File: src/design/assert_macros.svh
// assertion macros shared by the tenant monitor rtl
// expects clk_i and rst_ni in the including scope
`ifndef ASSERT_MACROS_SVH
`define ASSERT_MACROS_SVH

// property checked on every rising clock edge outside reset
`define ASSERT_CLK(label, prop, msg) \
  label: assert property (@(posedge clk_i) disable iff (!rst_ni) prop) else $error(msg);

// condition that must never hold
`define ASSERT_NEVER(label, cond, msg) \
  `ASSERT_CLK(label, !(cond), msg)

`endif

File: src/design/tlfm_pkg.sv
// shared types and constants of the tenant latency fairness monitor
// no dependencies
package tlfm_pkg;

  localparam int NumTenants = 16;
  localparam int IdxW       = (NumTenants > 1) ? $clog2(NumTenants) : 1;
  localparam int NCntW      = $clog2(NumTenants + 1);

  localparam int ActW     = 2;
  localparam int TenantW  = 4;
  localparam int TimeW    = 48;
  localparam int BytesW   = 32;
  localparam int CntValW  = 32;
  localparam int AccW     = 64;
  localparam int MeanW    = 48;
  localparam int TputW    = 64;
  localparam int FairW    = 17;
  localparam int FracW    = 16;
  localparam int InvShift = 32;

  localparam int SumW  = AccW + NCntW;
  localparam int SqW   = 2 * AccW + NCntW;
  localparam int PW    = 2 * AccW + 2 * NCntW;
  localparam int DivW  = PW + FracW;
  localparam int StepW = $clog2(DivW + 1);

  localparam logic [FairW-1:0] JainOne = FairW'(1) << FracW;

  typedef enum logic [ActW-1:0] {
    ActRecord = 2'd0,
    ActRead   = 2'd1,
    ActFair   = 2'd2,
    ActClear  = 2'd3
  } act_e;

  typedef enum logic [1:0] {
    MulTsq = 2'd0,
    MulLsq = 2'd1,
    MulSs  = 2'd2,
    MulQn  = 2'd3
  } mul_op_e;

  typedef enum logic [1:0] {
    DivMean = 2'd0,
    DivTput = 2'd1,
    DivInv  = 2'd2,
    DivJain = 2'd3
  } div_op_e;

  typedef struct packed {
    logic    load_in;
    logic    rec_wr;
    logic    clr_store;
    logic    fair_clr;
    logic    idx_inc;
    logic    mul_start;
    mul_op_e mul_op;
    logic    div_start;
    div_op_e div_op;
    logic    t_acc;
    logic    t_sq_acc;
    logic    l_acc;
    logic    l_sq_acc;
    logic    num_cap;
    logic    jres_cap;
    logic    jsel;
    logic    mean_cap;
    logic    tput_cap;
    logic    out_load;
  } cmd_t;

  typedef struct packed {
    logic mul_busy;
    logic div_busy;
    logic out_busy;
    logic last_idx;
  } sts_t;

endpackage

File: src/design/tlfm_ctrl.sv
// sequencer of the tenant monitor: walks record, read, fairness and clear
// depends on tlfm_pkg and assert_macros.svh
`include "assert_macros.svh"

module tlfm_ctrl (
  input  logic                       clk_i,
  input  logic                       rst_ni,
  input  logic                       in_valid_i,
  input  logic [tlfm_pkg::ActW-1:0]  action_i,
  output logic                       in_ready_o,
  output tlfm_pkg::cmd_t             cmd_o,
  input  tlfm_pkg::sts_t             sts_i
);
  import tlfm_pkg::*;

  typedef enum logic [15:0] {
    StIdle  = 16'h0001,
    StRecWr = 16'h0002,
    StClr   = 16'h0004,
    StRdM   = 16'h0008,
    StRdMW  = 16'h0010,
    StRdTW  = 16'h0020,
    StFInit = 16'h0040,
    StFT    = 16'h0080,
    StFTW   = 16'h0100,
    StFLW   = 16'h0200,
    StFLW2  = 16'h0400,
    StJSs   = 16'h0800,
    StJSsW  = 16'h1000,
    StJQnW  = 16'h2000,
    StJDW   = 16'h4000,
    StEmit  = 16'h8000
  } state_e;

  state_e state_q, state_d;
  logic   jsel_q, jsel_d;

  always_comb begin
    state_d    = state_q;
    jsel_d     = jsel_q;
    cmd_o      = '0;
    cmd_o.jsel = jsel_q;
    in_ready_o = (state_q == StIdle);
    case (state_q)
      StIdle: begin
        if (in_valid_i) begin
          cmd_o.load_in = 1'b1;
          case (act_e'(action_i))
            ActRecord: state_d = StRecWr;
            ActRead:   state_d = StRdM;
            ActFair:   state_d = StFInit;
            default:   state_d = StClr;
          endcase
        end
      end
      StRecWr: begin
        cmd_o.rec_wr = 1'b1;
        state_d      = StEmit;
      end
      StClr: begin
        cmd_o.clr_store = 1'b1;
        state_d         = StEmit;
      end
      StRdM: begin
        cmd_o.div_start = 1'b1;
        cmd_o.div_op    = DivMean;
        state_d         = StRdMW;
      end
      StRdMW: begin
        if (!sts_i.div_busy) begin
          cmd_o.mean_cap  = 1'b1;
          cmd_o.div_start = 1'b1;
          cmd_o.div_op    = DivTput;
          state_d         = StRdTW;
        end
      end
      StRdTW: begin
        if (!sts_i.div_busy) begin
          cmd_o.tput_cap = 1'b1;
          state_d        = StEmit;
        end
      end
      StFInit: begin
        cmd_o.fair_clr = 1'b1;
        jsel_d         = 1'b0;
        state_d        = StFT;
      end
      StFT: begin
        cmd_o.t_acc     = 1'b1;
        cmd_o.mul_start = 1'b1;
        cmd_o.mul_op    = MulTsq;
        state_d         = StFTW;
      end
      StFTW: begin
        if (!sts_i.mul_busy) begin
          cmd_o.t_sq_acc  = 1'b1;
          cmd_o.div_start = 1'b1;
          cmd_o.div_op    = DivInv;
          state_d         = StFLW;
        end
      end
      StFLW: begin
        if (!sts_i.div_busy) begin
          cmd_o.l_acc     = 1'b1;
          cmd_o.mul_start = 1'b1;
          cmd_o.mul_op    = MulLsq;
          state_d         = StFLW2;
        end
      end
      StFLW2: begin
        if (!sts_i.mul_busy) begin
          cmd_o.l_sq_acc = 1'b1;
          if (sts_i.last_idx) begin
            state_d = StJSs;
          end else begin
            cmd_o.idx_inc = 1'b1;
            state_d       = StFT;
          end
        end
      end
      StJSs: begin
        cmd_o.mul_start = 1'b1;
        cmd_o.mul_op    = MulSs;
        state_d         = StJSsW;
      end
      StJSsW: begin
        if (!sts_i.mul_busy) begin
          cmd_o.num_cap   = 1'b1;
          cmd_o.mul_start = 1'b1;
          cmd_o.mul_op    = MulQn;
          state_d         = StJQnW;
        end
      end
      StJQnW: begin
        if (!sts_i.mul_busy) begin
          cmd_o.div_start = 1'b1;
          cmd_o.div_op    = DivJain;
          state_d         = StJDW;
        end
      end
      StJDW: begin
        if (!sts_i.div_busy) begin
          cmd_o.jres_cap = 1'b1;
          if (jsel_q) begin
            state_d = StEmit;
          end else begin
            jsel_d  = 1'b1;
            state_d = StJSs;
          end
        end
      end
      StEmit: begin
        if (!sts_i.out_busy) begin
          cmd_o.out_load = 1'b1;
          state_d        = StIdle;
        end
      end
      default: state_d = StIdle;
    endcase
  end

  always_ff @(posedge clk_i or negedge rst_ni) begin
    if (!rst_ni) begin
      state_q <= StIdle;
      jsel_q  <= 1'b0;
    end else begin
      state_q <= state_d;
      jsel_q  <= jsel_d;
    end
  end

  `ASSERT_NEVER(a_mul_start_busy, cmd_o.mul_start && sts_i.mul_busy, "mul started while busy")
  `ASSERT_NEVER(a_div_start_busy, cmd_o.div_start && sts_i.div_busy, "div started while busy")
  `ASSERT_CLK(a_out_load_free, cmd_o.out_load |-> !sts_i.out_busy, "result overwritten")

endmodule

File: config.mk
export PLATFORM = sky130hd
export DESIGN_NAME = tlfm_ctrl
export DESIGN_NICKNAME = d
export VERILOG_FILES = /design/src/design/tlfm_pkg.sv /design/src/design/tlfm_ctrl.sv
export VERILOG_INCLUDE_DIRS = /design/src /design/src/design
export SDC_FILE = /design/constraint.sdc
export NUM_CORES = 1
export LEC_CHECK = 0
export ABC_AREA = 0
export BUFFER_PORTS_ARGS = -buffer_cell sky130_fd_sc_hd__buf_2
export CORE_MARGIN = 2
export CORE_UTILIZATION = 50
export DETAILED_ROUTE_END_ITERATION = 8
export PLACE_DENSITY = 0.76
export RECOVER_POWER = 50
export SETUP_SLACK_MARGIN = 0.2
export SYNTH_ARGS = -nofsm -noshare
export SYNTH_HDL_FRONTEND = slang
export SYNTH_SLANG_ARGS = --single-unit
export TNS_END_PERCENT = 50
File: constraint.sdc
create_clock -name clk_i -period 4.36 [get_ports clk_i]
set_input_delay 0.654 -clock clk_i [delete_from_list [all_inputs] [get_ports clk_i]]
set_output_delay 0.654 -clock clk_i [all_outputs]
set_load 0.005 [all_outputs]
==> results by group, run 1 <==
Run status
  – Run status: complete, no violations

Timing
  – Hold_ws: around 450 ps
  – Worst Skew: between 1.5 and 2 ps
  – Final Hold Fails: 0
  – Finish-stage setup viols: 0
  – Final worst path period need: 3490 ps
  – Max Transition Viols Final: 0
  – Unrepaired setup endpoints after global routing: false
  – Worst-Margin Slew: 924 ps
  – Fin crit share: roughly four fifths
  – Final TNS setup: 0 ps
  – Headroom to the max-slew limit: 37.9%
  – Maximum clock frequency: 287 MHz

Synth
  – Synth Flop Type: dfrtp_1
  – Xor-xnor portion of the synthesized cell area: 2.86%
  – Synth Cell Area: 0.00122 sq mm
  – Number of synthesized flops with an enable pin: 0
  – Mean cell area of the mapped netlist: ~9.5 sq um
  – Async set or reset register ratio after synthesis: 100%
  – Register area share after synthesis: 34.9%
  – Post-Synth Simple-Gate Area: 43.5%
  – Post-synthesis register bit count: 17
  – Compound-Gate Fraction of Synth Area: between 10% and 20%
  – Synth cell types: 47
  – YS warnings: 0
  – Cells after Synth: about 130
  – Mux cell area share after synthesis: 0%
  – Synth Net Count: 138
  – Main combinational cell family by area after synthesis: simple AND/OR/NAND/NOR gates
  – Synth Area in Adders: 0%

GRT
  – Pin count of the biggest net entering global routing: 18
  – Vias in the first global route: 1034
  – First-pass GRT wire length: around 5000 um
  – GRT overflow: 0
  – Gr usage total: 24.6%
  – Antenna violations before repair: 0

Drt
  – # DRC: 0
  – Vias per cell: 6.12
  – Post-DRT Antenna Nets: 0
  – 1st-pass router iterations: 4
  – Metal2 WL: 1490 um
  – Highest Signal Layer: met4
  – Detailed Route Iter0 Violations: 22
  – Met3 wire length: 136 um
  – WL met1: roughly 1300 um
  – Drt wl/cell: approximately 16 um
  – Vias: 1126
  – Final WL: between 3000 and 4000 um

Critical path
  – CP max FO: 11
  – Endpoint type of the worst setup path: output port
  – Startpoint Class: flop
  – Worst path cell trace: nor4_2 > nand4_1 > or3b_1 > a21oi_2 > or3_1 > buf_2
  – Kind of critical path: reg2out
  – CP peak stage delay: 840 ps
  – Critical Path RT: 3710 ps
  – Slowest CP cell: nor4_2
  – Worst path arrival time: 2830 ps

Cells and area
  – Cell Count, Final, Fillers Out: 184
  – Storage cell area: about 430 sq um
  – Fillers: between 200 and 250
  – Layout cells sized above 1: 29.5%
  – Final core utilization: 61.6%
  – Inserted Diodes: 0
  – Most common cell after layout, fill and taps aside: buf_2
  – Nets: roughly 170
  – Most frequent cells in the layout: 29 x buf_2, 16 x dfrtp_1, 11 x nor2_1, 8 x nand4_1, 8 x inv_1
  – Area of the multi-input gates: 721 sq um
  – Area delta synth->final: 13.5%

Placed design
  – IO Port Bufs: 30
  – Detailed placement HPWL: 2260 um
  – Placed insts: 180
  – RePlAce Congestion: 0.848

CTS
  – Clk pin slew, worst setup/hold paths: 110 ps
  – H-Tree Level Count: 1
  – CTS tree: yes
  – CTS Buf Count: 3
  – Clk Latency, worst-skew pair: approximately 310 ps
  – Post_cts resized: 0
  – CTS Buffer Depth: 2
  – Hold Buf Count CTS: 0
  – # Post-CTS Setup Buffers: 0
  – CTS Root Cell: clkbuf_4
  – Clock sinks: 17

Pwr
  – Leakage power: 0.752 nW
  – Gate power share: between 40% and 50%
  – P_sw: around 0.25 mW
  – Clk pwr share: 15.7%
  – PD cells: 419 mW/mm^2
  – Switching share of power: 43.0%
  – Int Pwr: 0.331 mW
  – Worst VDD drop: between 200 and 300 uV
  – Sequential Power Share: about two fifths
  – Total power: 0.582 mW

Floorplanning
  – Row count: 17
  – Core area: 0.00225 sq mm
  – Die ar.: 0.00286 sq mm
  – Die Y: 53.5 um
  – Starting density of the core: 54.3%
  – Die W: 53.5 um
  – I/O pins: 31

Flow run
  – Max-cap violation count: 0

Worst hold path
  – Tightest Hold Check Type: in2async
[worst max-delay path: cells and delay by family (launching register included)]
family          cells  cell delay, ps
simple gates        4            1760
flops               1             500
compound gates      1             160
buf+inv             1             100
[routing by layer]
metal,global-route usage [%],vias to the layer above
li1,-,543
met1,34.2,535
met2,36.6,39
met3,2.82,9
met4,13.7,0
met5,0,-
[synth_stat cells (all sizes together) (2+ instances only)]
cell / number / area, sq um
dfrtp: 16 / 400
nor2: 11 / 41.3
nor4: 9 / 129
inv: 8 / 30.0
nand4: 8 / 56.3
nor4b: 7 / 67.6
nand2: 6 / 25.0
o21ai: 5 / 25.0
a21o: 4 / 30.0
and2: 4 / 25.0
clkbuf: 4 / 16.3
nand2b: 4 / 25.0
buf: 3 / 17.5
nand3: 3 / 27.5
nor2b: 3 / 18.8
nor3b: 3 / 22.5
o22ai: 3 / 18.8
or3: 3 / 18.8
xor2: 3 / 26.3
a21oi: 2 / 13.8
and4: 2 / 18.8
o211ai: 2 / 15.0
or3b: 2 / 17.5
[per-stage QoR]
stage                     worst slack, ps  cell area, sq um
after floorplan                      1900              1220
after global placement               1420              1380
after detailed placement             1360              1380
after CTS                             973              1400
after global routing                  703              1390
final                                 874              1390
[cells by family (layout without fill, tap and decap cells)]
kind of cell	after synthesis	after routing
AO/OA/AOI/OAI	23	23
XOR/XNOR	4	4
buffers and inverters	15	42
flip-flops	17	17
AND/OR/NAND/NOR	70	70
[state kept, by name, indices dropped and copies added (netlist names)]
signal	flops
state_q	16
jsel_q	1
[cell type report]
cell class	instances	area share [%]
multi-input cells	97	51.9
flip-flops and latches	17	30.7
repair buffers	30	10.7
well taps	28	2.52
inverters	8	2.16
clock buffers	3	1.62
clock inverters	1	0.360
[final timing paths]
path | start | endpoint | slack (ps) | cells past startpoint
max | state_q[2] | cmd_o[12] | 870 | 6
min | rst_ni | state_q[13] | 450 | 1
max reg2reg | state_q[2] | state_q[2] | 1750 | 5
min reg2reg | jsel_q | jsel_q | 570 | 1
max in group asynchronous | rst_ni | state_q[1] | 3350 | 1
min in group clk_i | action_i[0] | state_q[1] | 530 | 2
[power groups by stage]
stage                     combinational (mW)  sequential (mW)  clock, mW
final                                  0.266            0.224     0.0915
after CTS                              0.273            0.223     0.0908
after global placement                 0.261            0.223          0
after global routing                   0.293            0.229     0.0962
after detailed placement               0.271            0.226          0
after floorplan                        0.230            0.205          0
Power figures use the tool's default switching activity.
==> run 2, diff against run 1 <==
--- a/config.mk
+++ b/config.mk
@@ -9,9 +9,9 @@
 export ABC_AREA = 0
 export BUFFER_PORTS_ARGS = -buffer_cell sky130_fd_sc_hd__buf_2
 export CORE_MARGIN = 2
-export CORE_UTILIZATION = 50
+export CORE_UTILIZATION = 47
 export DETAILED_ROUTE_END_ITERATION = 8
-export PLACE_DENSITY = 0.76
+export PLACE_DENSITY = 0.75
 export RECOVER_POWER = 50
 export SETUP_SLACK_MARGIN = 0.2
 export SYNTH_ARGS = -nofsm -noshare
==> constraint.sdc (replaced) <==
create_clock -name clk_i -period 2.9 [get_ports clk_i]
set_input_delay 0.435 -clock clk_i [delete_from_list [all_inputs] [get_ports clk_i]]
set_output_delay 0.435 -clock clk_i [all_outputs]
set_load 0.005 [all_outputs]
==> run 2 against run 1 <==
  * Design area up 8.6%
  * Combinational power up 91%
  * Worst hold slack worse by 220 ps
  * Worst setup slack worse by 640 ps
  * Routed wire length up 5.7%
  * Sequential cell count unchanged
  * First-iteration DRC count up 41%
  * Critical path depth unchanged
  * Cell count up 8.2%
  * Non-clock buffer count up 13
==> results by group, run 2 (synthesis results as in run 1) <==
Floorplanning
  – I/O pins: 31
  – Starting density of the core: roughly 49%
  – Core area: 0.00248 sq mm
  – Die ar.: 0.00303 sq mm
  – Die Y: 55.0 um
  – Die W: 55.0 um
  – Row count: 18

Cells and area
  – Max reg flops: 16
  – Layout cells sized above 1: 36.7%
  – Largest register by flop count: state_q
  – Largest registers: state_q (16), jsel_q (1)
  – Nets: about 180
  – Design area: 0.00151 sq mm
  – Area delta synth->final: 23.3%
  – Most common cell after layout, fill and taps aside: buf_2
  – Final core utilization: 60.9%
  – Inserted Diodes: 0
  – Fillers: 222
  – Most frequent cells in the layout: 29 x buf_2, 13 x dfrtp_1, 11 x nor2_1, 10 x buf_4

Timing
  – Final Hold Fails: 0
  – Final TNS setup: 0 ps
  – Maximum clock frequency: 375 MHz
  – Worst-Margin Slew: 919 ps
  – Fin crit share: 91.9%
  – Worst Skew: 4.74 ps
  – Max Transition Viols Final: 0
  – Headroom to the max-slew limit: 38.7%
  – Finish-stage setup viols: 0
  – Final worst path period need: 2660 ps
  – Unrepaired setup endpoints after global routing: true

GRT
  – Antenna violations before repair: 0
  – Gr usage total: ~22%
  – Pin count of the biggest net entering global routing: 18
  – First-pass GRT wire length: 4620 um
  – Vias in the first global route: 1019
  – GRT overflow: 0

Pwr
  – Total power: 0.985 mW
  – PD cells: 653 mW/mm^2
  – Worst VDD drop: 451 uV
  – Leakage power: 0.810 nW

Run status
  – Run status: complete, no violations

CTS
  – CTS Buf Count: 3
  – Clk pin slew, worst setup/hold paths: 110 ps
  – Clock sinks: 17
  – CTS Buffer Depth: 2
  – CTS Root Cell: clkbuf_4
  – H-Tree Level Count: 1
  – CTS tree: yes
  – Clk Latency, worst-skew pair: 310 ps

Drt
  – Final WL: 3190 um
  – Vias per cell: 5.96
  – # DRC: 0
  – Post-DRT Antenna Nets: 0
  – 1st-pass router iterations: 5
  – Detailed Route Iter0 Violations: 31
  – Vias: 1186
  – Drt wl/cell: around 16 um

Critical path
  – R2R Setup Slk: between 700 and 800 ps
  – Startpoint Class: flop
  – Worst R2R Path Depth: 6
  – Worst path arrival time: around 2200 ps
  – Critical Path RT: 2470 ps
  – Endpoint type of the worst setup path: output port
  – Worst r2r dst: state_q[2]
  – CP max FO: 6
  – Reg-to-reg critical path startpoint: state_q[6]
  – Kind of critical path: reg2out

Flow run
  – Max-cap violation count: 0

Placed design
  – RePlAce Congestion: between 0.8 and 0.9
  – DP Area: between 0.001 and 0.0015 sq mm
  – Detailed placement HPWL: 2220 um
  – IO Port Bufs: 30

Worst hold path
  – Tightest Hold Check Type: in2async
-- run 2: changes by cell type in the layout (fill, tap and decap cells not counted), moves of 2 or more --
cell | before | now
dfrtp_2 | 0 | 3
buf_4 | 0 | 10
clkbuf_1 | 1 | 3
dfrtp_1 | 16 | 13
and2_1 | 2 | 4
and2_0 | 2 | 0
-- run 2: layer usage --
layer	vias to the layer above	track usage [%]	wire, um
met5	-	0	0
met3	9	2.69	129
met4	0	13.4	78
met1	572	27.3	1370
met2	41	36.5	1620
li1	564	-	-
-- run 2: area by class of cell --
class	count	area [sq um]	area share [%]
multi-input combinational	97	741	49.1
sequential	17	430	28.5
timing repair buffer	43	243	16.1
tap	30	37.5	2.49
inverter	8	30.0	1.99
clock buffer	3	22.5	1.49
clock inverter	1	5.00	0.332
-- run 2: what timing repair did --
item | 4_1_cts | 5_1_grt
cloned | 0 | 0
setup endpoints to repair | 5 | 8
endpoints found under the hold margin | 0 | 0
pin swaps | 2 | 4
buffers inserted | 3 | 9
resized for setup | 3 | 4
hold buffers | 0 | 0
-- run 2: worst max path at each step --
stage	startpoint	end	slack [ps]	cells past startpoint
global placement	state_q[5]	cmd_o[12]	510	6
detailed placement	state_q[9]	cmd_o[12]	460	6
finish	state_q[6]	cmd_o[12]	240	6
CTS	state_q[13]	cmd_o[12]	200	6
floorplan	state_q[5]	cmd_o[12]	660	5
global route	state_q[6]	cmd_o[12]	80	6
-- run 2: report_power, final --
part	internal, mW	switching (mW)	total, mW
Combinational	0.251	0.257	0.508
Clock	0.0516	0.0840	0.136
Sequential	0.278	0.0637	0.342
-- run 2: worst max-delay path, stage by stage, from the launching register on --
cell and delay, ps:
dfrtp_1 480, nor4_4 370, nand4_1 260, or3b_1 420, a21oi_2 170, or3_1 120
buf_2 100
-- run 2: metrics by stage --
stage,hold WS [ps],cells,setup slack [ps]
6_report,229,199,235
5_1_grt,269,199,82.8
4_1_cts,43.9,190,202
3_5_place_dp,378,183,461
3_3_place_gp,371,183,512
2_1_floorplan,139,129,660
